[config.mk]
export PLATFORM = sky130hd
export DESIGN_NAME = hotp_hmac_sha1_engine
export DESIGN_NICKNAME = d
export VERILOG_FILES = /design/src/hotp_pkg.sv /design/src/hotp_sha1_core.sv /design/src/hotp_hmac_sha1_engine.sv
export SDC_FILE = /design/constraint.sdc
export NUM_CORES = 2
export LEC_CHECK = 0
export BUFFER_PORTS_ARGS = -buffer_cell sky130_fd_sc_hd__buf_2
export CORE_MARGIN = 8
export CORE_UTILIZATION = 30
export DETAILED_ROUTE_END_ITERATION = 8
export PLACE_DENSITY_LB_ADDON = 0.12
export SYNTH_ARGS = -nofsm -noshare
export SYNTH_HDL_FRONTEND = slang
export SYNTH_SLANG_ARGS = --single-unit
[constraint.sdc]
create_clock -name clk -period 26.3 [get_ports clk]
set_clock_uncertainty 0.2 [all_clocks]
set_input_delay 2.63 -clock clk [delete_from_list [all_inputs] [get_ports clk]]
set_output_delay 2.63 -clock clk [all_outputs]
set_load 0.1 [all_outputs]
[src/hotp_pkg.sv]
// package for the hotp engine: sha-1 constants, state enum, round helpers
// no dependencies
`timescale 1ns / 1ps
`default_nettype none

package hotp_pkg;

    localparam int KEY_WORDS = 8;
    localparam int KW_BITS   = $clog2(KEY_WORDS);

    localparam logic [31:0] IPAD = 32'h36363636;
    localparam logic [31:0] OPAD = 32'h5C5C5C5C;

    localparam logic [159:0] SHA1_IV =
        160'h67452301_EFCDAB89_98BADCFE_10325476_C3D2E1F0;

    localparam logic ACT_LOAD    = 1'b0;
    localparam logic ACT_COMPUTE = 1'b1;

    // which block the sha-1 core compresses
    typedef enum logic [1:0] {
        BLK_IKEY = 2'd0,
        BLK_MSG  = 2'd1,
        BLK_OKEY = 2'd2,
        BLK_HASH = 2'd3
    } blk_sel_t;

    typedef enum logic [2:0] {
        ST_IDLE  = 3'd0,
        ST_START = 3'd1,
        ST_HASH  = 3'd2,
        ST_TRUNC = 3'd3,
        ST_MOD   = 3'd4,
        ST_OUT   = 3'd5
    } state_t;

    typedef struct packed {
        logic start;
        logic busy;
        logic done;
    } core_ctl_t;

    function automatic logic [31:0] round_k(input logic [6:0] r);
        logic [31:0] k;
        begin
            if (r < 7'd20)      k = 32'h5A827999;
            else if (r < 7'd40) k = 32'h6ED9EBA1;
            else if (r < 7'd60) k = 32'h8F1BBCDC;
            else                k = 32'hCA62C1D6;
            return k;
        end
    endfunction

    function automatic logic [31:0] round_f(input logic [6:0] r, input logic [31:0] b,
                                            input logic [31:0] c, input logic [31:0] d);
        logic [31:0] f;
        begin
            if (r < 7'd20)      f = (b & c) | (~b & d);
            else if (r < 7'd40) f = b ^ c ^ d;
            else if (r < 7'd60) f = (b & c) | (b & d) | (c & d);
            else                f = b ^ c ^ d;
            return f;
        end
    endfunction

endpackage

`default_nettype wire

[src/hotp_sha1_core.sv]
// iterative sha-1 compression: one round per cycle over a 16-word schedule window
// depends on hotp_pkg
`timescale 1ns / 1ps
`default_nettype none

module hotp_sha1_core
    import hotp_pkg::*;
(
    input  wire logic         clk,
    input  wire logic         rst_n,
    input  wire logic         start,
    input  wire logic [159:0] h_in,
    input  wire logic [511:0] block,
    output logic              busy,
    output logic              done,
    output logic [159:0]      h_out
);

    logic [511:0] w_reg, w_next;
    logic [159:0] abcde_reg, abcde_next;
    logic [159:0] h_reg, h_next;
    logic [6:0]   rnd_reg, rnd_next;
    logic         busy_reg, busy_next;
    logic         done_reg, done_next;

    logic [31:0] a, b, c, d, e, wt, wnew, t;

    always_comb
    begin
        a  = abcde_reg[159:128];
        b  = abcde_reg[127:96];
        c  = abcde_reg[95:64];
        d  = abcde_reg[63:32];
        e  = abcde_reg[31:0];
        wt = w_reg[511:480];
        wnew = w_reg[95:64] ^ w_reg[255:224] ^ w_reg[447:416] ^ w_reg[511:480];
        wnew = {wnew[30:0], wnew[31]};
        t = {a[26:0], a[31:27]} + round_f(rnd_reg, b, c, d) + e + round_k(rnd_reg) + wt;
    end

    always_comb
    begin
        w_next     = w_reg;
        abcde_next = abcde_reg;
        h_next     = h_reg;
        rnd_next   = rnd_reg;
        busy_next  = busy_reg;
        done_next  = 1'b0;
        if (start)
        begin
            w_next     = block;
            abcde_next = h_in;
            h_next     = h_in;
            rnd_next   = '0;
            busy_next  = 1'b1;
        end
        else if (busy_reg)
        begin
            w_next     = {w_reg[479:0], wnew};
            abcde_next = {t, a, {b[1:0], b[31:2]}, c, d};
            rnd_next   = rnd_reg + 7'd1;
            if (rnd_reg == 7'd79)
            begin
                busy_next = 1'b0;
                done_next = 1'b1;
                h_next = {h_reg[159:128] + t, h_reg[127:96] + a,
                          h_reg[95:64] + {b[1:0], b[31:2]},
                          h_reg[63:32] + c, h_reg[31:0] + d};
            end
        end
    end

    always_ff @(posedge clk or negedge rst_n)
    begin
        if (!rst_n)
        begin
            busy_reg <= 1'b0;
            done_reg <= 1'b0;
            rnd_reg  <= '0;
        end
        else
        begin
            busy_reg <= busy_next;
            done_reg <= done_next;
            rnd_reg  <= rnd_next;
        end
    end

    always_ff @(posedge clk)
    begin
        w_reg     <= w_next;
        abcde_reg <= abcde_next;
        h_reg     <= h_next;
    end

    assign busy  = busy_reg;
    assign done  = done_reg;
    assign h_out = h_reg;

    a_done_after_last: assert property (@(posedge clk) disable iff (!rst_n)
        (busy_reg && rnd_reg == 7'd79 && !start) |=> (done_reg && !busy_reg))
        else $error("done missing after last round");
    a_done_not_busy: assert property (@(posedge clk) disable iff (!rst_n)
        done_reg |-> !busy_reg)
        else $error("done while busy");
    a_round_bound: assert property (@(posedge clk) disable iff (!rst_n)
        busy_reg |-> rnd_reg < 7'd80)
        else $error("round counter overrun");

endmodule

`default_nettype wire

[src/hotp_hmac_sha1_engine.sv]
// hotp engine top level: key store, hmac sequencer, truncation and decimal modulo
// depends on hotp_pkg and hotp_sha1_core
//
// usage: one input channel (valid/ready) carries transactions; action 0 writes
// key_word into key store word word_index and returns nothing; action 1 computes
// hmac-sha1 over the big-endian counter with the stored 64-byte zero-padded key,
// then returns the dynamically truncated 31-bit value and that value modulo
// 10^digit_count (digit counts above nine act as nine) on the output channel.
// a compute runs four sha-1 compressions of 80 rounds on one shared round unit
// (one round per cycle), a truncation step and a restoring subtract modulo with
// 31 compare/subtract steps; the next transaction can be accepted in the cycle
// after the result is taken. ready is low while a compute runs and while its
// result waits; a stalled receiver holds the result and the engine.
// reset clears the key store to zero and returns the engine to idle.
`timescale 1ns / 1ps
`default_nettype none

module hotp_hmac_sha1_engine
    import hotp_pkg::*;
(
    input  wire logic        clk,
    input  wire logic        rst_n,
    input  wire logic        in_valid,
    output logic             in_ready,
    input  wire logic        action,
    input  wire logic [2:0]  word_index,
    input  wire logic [63:0] key_word,
    input  wire logic [31:0] counter,
    input  wire logic [3:0]  digit_count,
    output logic             out_valid,
    input  wire logic        out_ready,
    output logic [29:0]      otp_code,
    output logic [30:0]      truncated_value
);

    state_t state_reg, state_next;
    logic [63:0] key_reg [KEY_WORDS];
    logic [31:0] ctr_reg;
    logic [3:0]  dig_reg;
    blk_sel_t    blk_reg, blk_next;
    logic [159:0] inner_reg, inner_next;
    logic [159:0] chain_reg, chain_next;
    logic [30:0] trunc_reg, trunc_next;
    logic [30:0] rem_reg, rem_next;
    logic [59:0] div_reg, div_next;   // modulus shifted left
    logic [5:0]  step_reg, step_next;

    logic        core_start;
    logic        core_busy;
    logic        core_done;
    logic [159:0] h_in, h_out;
    logic [511:0] block, key_blk;
    logic [31:0] pad;
    logic        accept;

    assign accept = in_valid && in_ready;

    always_comb
    begin
        pad = (blk_reg == BLK_IKEY) ? IPAD : OPAD;
        for (int i = 0; i < 8; i++)
            key_blk[511 - 64*i -: 64] = ((i < KEY_WORDS) ? key_reg[i[KW_BITS-1:0]] : 64'd0)
                                        ^ {pad, pad};
        case (blk_reg)
            BLK_IKEY: block = key_blk;
            BLK_OKEY: block = key_blk;
            BLK_MSG:  block = {32'd0, ctr_reg, 32'h80000000, 384'd0, 32'd576};
            BLK_HASH: block = {inner_reg, 32'h80000000, 288'd0, 32'd672};
            default:  block = key_blk;
        endcase
        h_in = (blk_reg == BLK_IKEY || blk_reg == BLK_OKEY) ? SHA1_IV : chain_reg;
    end

    assign core_start = (state_reg == ST_START);

    hotp_sha1_core u_core (
        .clk   (clk),
        .rst_n (rst_n),
        .start (core_start),
        .h_in  (h_in),
        .block (block),
        .busy  (core_busy),
        .done  (core_done),
        .h_out (h_out)
    );

    // pow10 table, saturating at nine digits
    function automatic logic [29:0] pow10(input logic [3:0] n);
        logic [29:0] p;
        begin
            case (n)
                4'd0: p = 30'd1;
                4'd1: p = 30'd10;
                4'd2: p = 30'd100;
                4'd3: p = 30'd1000;
                4'd4: p = 30'd10000;
                4'd5: p = 30'd100000;
                4'd6: p = 30'd1000000;
                4'd7: p = 30'd10000000;
                4'd8: p = 30'd100000000;
                default: p = 30'd1000000000;
            endcase
            return p;
        end
    endfunction

    logic [3:0]  off;
    logic [159:0] dsh;

    always_comb
    begin
        state_next = state_reg;
        case (state_reg)
            ST_IDLE:  if (accept && action == ACT_COMPUTE) state_next = ST_START;
            ST_START: state_next = ST_HASH;
            ST_HASH:
                if (core_done)
                    state_next = (blk_reg == BLK_HASH) ? ST_TRUNC : ST_START;
            ST_TRUNC: state_next = ST_MOD;
            ST_MOD:   if (step_reg == 6'd0) state_next = ST_OUT;
            ST_OUT:   if (out_ready) state_next = ST_IDLE;
            default:  state_next = ST_IDLE;
        endcase
    end

    always_comb
    begin
        blk_next   = blk_reg;
        inner_next = inner_reg;
        chain_next = chain_reg;
        trunc_next = trunc_reg;
        rem_next   = rem_reg;
        div_next   = div_reg;
        step_next  = step_reg;
        off = h_out[3:0];
        dsh = h_out << {off, 3'b000};
        case (state_reg)
            ST_IDLE:
                if (accept && action == ACT_COMPUTE)
                    blk_next = BLK_IKEY;
            ST_HASH:
                if (core_done)
                begin
                    chain_next = h_out;
                    if (blk_reg == BLK_MSG)
                        inner_next = h_out;
                    case (blk_reg)
                        BLK_IKEY: blk_next = BLK_MSG;
                        BLK_MSG:  blk_next = BLK_OKEY;
                        BLK_OKEY: blk_next = BLK_HASH;
                        default:  blk_next = BLK_HASH;
                    endcase
                end
            ST_TRUNC:
            begin
                trunc_next = dsh[158:128];
                rem_next   = dsh[158:128];
                div_next   = {pow10(dig_reg), 30'd0};
                step_next  = 6'd30;
            end
            ST_MOD:
            begin
                // restoring reduction: subtract m * 2^step where it fits
                if ({29'd0, rem_reg} >= div_reg)
                    rem_next = rem_reg - div_reg[30:0];
                div_next = div_reg >> 1;
                if (step_reg != 6'd0)
                    step_next = step_reg - 6'd1;
            end
            default: ;
        endcase
    end

    always_ff @(posedge clk or negedge rst_n)
    begin
        if (!rst_n)
        begin
            state_reg <= ST_IDLE;
            for (int i = 0; i < KEY_WORDS; i++)
                key_reg[i] <= '0;
        end
        else
        begin
            state_reg <= state_next;
            if (accept && action == ACT_LOAD && 32'(word_index) < KEY_WORDS)
                key_reg[word_index[KW_BITS-1:0]] <= key_word;
        end
    end

    always_ff @(posedge clk)
    begin
        if (accept)
        begin
            ctr_reg <= counter;
            dig_reg <= digit_count;
        end
        blk_reg   <= blk_next;
        inner_reg <= inner_next;
        chain_reg <= chain_next;
        trunc_reg <= trunc_next;
        rem_reg   <= rem_next;
        div_reg   <= div_next;
        step_reg  <= step_next;
    end

    assign in_ready        = (state_reg == ST_IDLE);
    assign out_valid       = (state_reg == ST_OUT);
    assign otp_code        = rem_reg[29:0];
    assign truncated_value = trunc_reg;

    a_result_below_modulus: assert property (@(posedge clk) disable iff (!rst_n)
        out_valid |-> ({1'b0, otp_code} < {1'b0, pow10(dig_reg)}))
        else $error("otp code not reduced");
    a_code_le_trunc: assert property (@(posedge clk) disable iff (!rst_n)
        out_valid |-> ({1'b0, otp_code} <= truncated_value))
        else $error("otp code above truncated value");
    a_core_idle_outside_hash: assert property (@(posedge clk) disable iff (!rst_n)
        (state_reg == ST_IDLE || state_reg == ST_OUT) |-> !core_busy)
        else $error("core busy outside hashing");
    a_out_hold: assert property (@(posedge clk) disable iff (!rst_n)
        (out_valid && !out_ready) |=> (out_valid && $stable(otp_code)))
        else $error("result dropped under stall");

endmodule

`default_nettype wire

==> results by group <==
Run status
  • Failing checks: antenna rules
  • Outcome: complete, but fails checks

Synth
  • Ys async rst share: 28.10%
  • Sequential share of the synthesized area: 57.05%
  • Netlist cell types: 86
  • Synth Area per Inst: 12.41 µm²
  • Post-synthesis net count: 8,005
  • Cell Area, Synth: around 93,000 µm²
  • Number of synthesized flops with an enable pin: 1,318
  • Ys flop type: edfxtp_1
  • Synth Warn #: 0
  • Cells after synthesis: 7,508
  • Post-synthesis register bit count: roughly 1,900

Detailed routing
  • Post-route DRC: 0
  • DRT iter0 DRCs: 5,794
  • Post-Route WL: approximately 350 mm
  • Remaining antenna violation count after routing: 1
  • Vias per cell: about 5.2
  • Drt first pass iters: 8
  • WL/cell: 29.04 µm
  • Routed via count: 62,390

Setup path
  • RR Startpoint: u_core.rnd_reg[2]
  • WS Path Type: register to register
  • Worst Path Max Fanout: 36
  • Crit path DAT: 9650 ps
  • Most frequent CP cell: fa_1
  • Setup crit start kind: register
  • Worst setup EP type: register
  • Crit-path slowest cell: fa_1
  • Worst-case reg-to-reg path depth: 36
  • Crit Reg-Reg Endpoint: u_core.h_out[157]
  • CP max stage delay: 480 ps
  • Reg2reg setup slack: 17,000 ps
  • Setup crit end: u_core.h_out[157]
  • Setup crit start: u_core.rnd_reg[2]
  • CP required: 26,650 ps

CTS
  • TritonCTS buffer count: 222
  • Post-CTS sizing: 0
  • Setup Fix Bufs, Post-CTS: 0
  • Skew-Pair Late Insertion Delay: 900 ps
  • Post-cts hold buffer count: 0
  • Clock Sinks: around 1,900
  • H-tree depth: 4
  • Clock buffer depth: 4
  • Root Driver: clkbuf_16
  • Reg clk slew, reported paths: 60 ps
  • TritonCTS clock tree: yes

Timing
  • Highest clock rate: between 100 and 150 MHz
  • Final setup fails: 0
  • Worst-case headroom to the max-slew limit: 20.12%
  • Setup TNS: 0 ps
  • Final Cycle Share: a little over a third
  • Final hold violations: 0
  • RSZ-0062 raised after global routing: no
  • Slew Viols, Final: 0
  • Worst-margin pin slew: about 1200 ps
  • Minimum clock period: 9296 ps

Global routing
  • Largest net degree at the start of global routing: 207
  • Initial antenna violation count: 66
  • GRT Total Usage: 20.34%
  • Overflow after GRT: 0
  • Vias in the first global route: 60,930
  • First-pass GRT wire length: 487.2 mm

Run
  • Max-Cap Viols: 0

Final layout
  • Share of cells above drive strength 1: approximately 18%
  • Final layout net count: 8,064
  • Most common cell after layout, fill and taps aside: edfxtp_1
  • Most frequent cells in the layout: edfxtp_1, nand2_1, mux2_2, dfrtp_1, o21ai_0
  • Fill count: around 30,000
  • Synth-to-Final Area Change: 13.55%

Hold path
  • Hold crit path type: register to register
  • Min-Delay Path Depth: 2

Floorplan
  • DIE AREA: 328,600 µm²
  • Initial Utilization: a little under a third
  • Die Span X: ~570 µm
  • Site Rows: 204
  • I/O pin cnt: approximately 170
  • Die height: 573.3 µm
  • Core area: 308,800 µm²

Placement
  • Buffers on Ports: 170
  • DP Wirelength: 242.3 mm
  • Routability cong.: 0.9056
## area by class of cell
type,instances,area (µm²),area share (%)
clock inverters,91,922.1,0.8717
diodes,30,75.07,0.07097
clock buffers,322,6400,6.050
repair buffers,281,1794,1.696
multi-input cells,4923,37250,35.21
inverters,274,1039,0.9817
well taps,4120,5155,4.873
flip-flops and latches,1865,53150,50.25
## per-layer routing
metal / part of all wire (%) / GRT usage [%] / up-vias
li1: - / - / 27490
met1: 46 / 29.03 / 32490
met2: 45 / 31.51 / 1944
met3: 5.6 / 3.224 / 456
met4: 3.7 / 6.781 / 8
met5: 0.016 / 0 / -
## logic make-up after synthesis
| family | share of synthesized area (%) |
|---|---|
| AO/OA/AOI/OAI | 10.61 |
| buffers and inverters | 3.077 |
| flip-flops | 57.05 |
| multiplexers | 10.76 |
| XOR/XNOR | 4.546 |
| AND/OR/NAND/NOR | 7.723 |
| adder cells (fa/ha/maj) | 6.232 |
## cell usage after synthesis (all sizes together) (108+ instances only)
master	n	area, µm²
xor2	190	1664
a21oi	347	1740
nor2	471	1768
buf	108	569.3
ha	264	3303
fa	125	2502
mux4	155	3491
nand2	1023	3840
clkbuf	338	1269
xnor2	291	2549
o21ai	493	2475
edfxtp	1318	39580
inv	274	1028
o31ai	255	1933
dfrtp	524	13110
mux2	560	6306
a21o	121	908.4
## stage by stage
stage               std cells  area [µm²]  hold WS [ps]  utilization (%)  setup WS, ps
global route            11880      105700         264.5            34.23         16450
global placement        11460       98390         283.9            31.86         17170
finish                  11910      105800         246.8            34.25         17000
CTS                     11880      105700         250.2            34.23         17130
floorplan                7508       93160         247.0                -          8636
detailed placement      11460       98390         286.1            31.86         17200
## worst min path at each step
stage                       from              to
3_5_place_dp            register     div_reg[35]
5_1_grt                 register     div_reg[46]
6_report                register     div_reg[46]
4_1_cts                 register     div_reg[46]
3_3_place_gp         key_reg[20]     key_reg[20]
2_1_floorplan  u_core.h_out[159]  chain_reg[159]
## critical path: cells and delay by family (launching register included)
| family | cells | cell delay, ps |
|---|---|---|
| xor+xnor | 2 | 370 |
| fa+ha+maj | 6 | 2310 |
| simple gates | 8 | 1450 |
| flops | 1 | 460 |
| compound gates | 15 | 3240 |
| buf+inv | 5 | 890 |
Power is left out: the tool's default activity adds up to more than one toggle a clock period on the data nets, which glitch-free logic cannot reach.
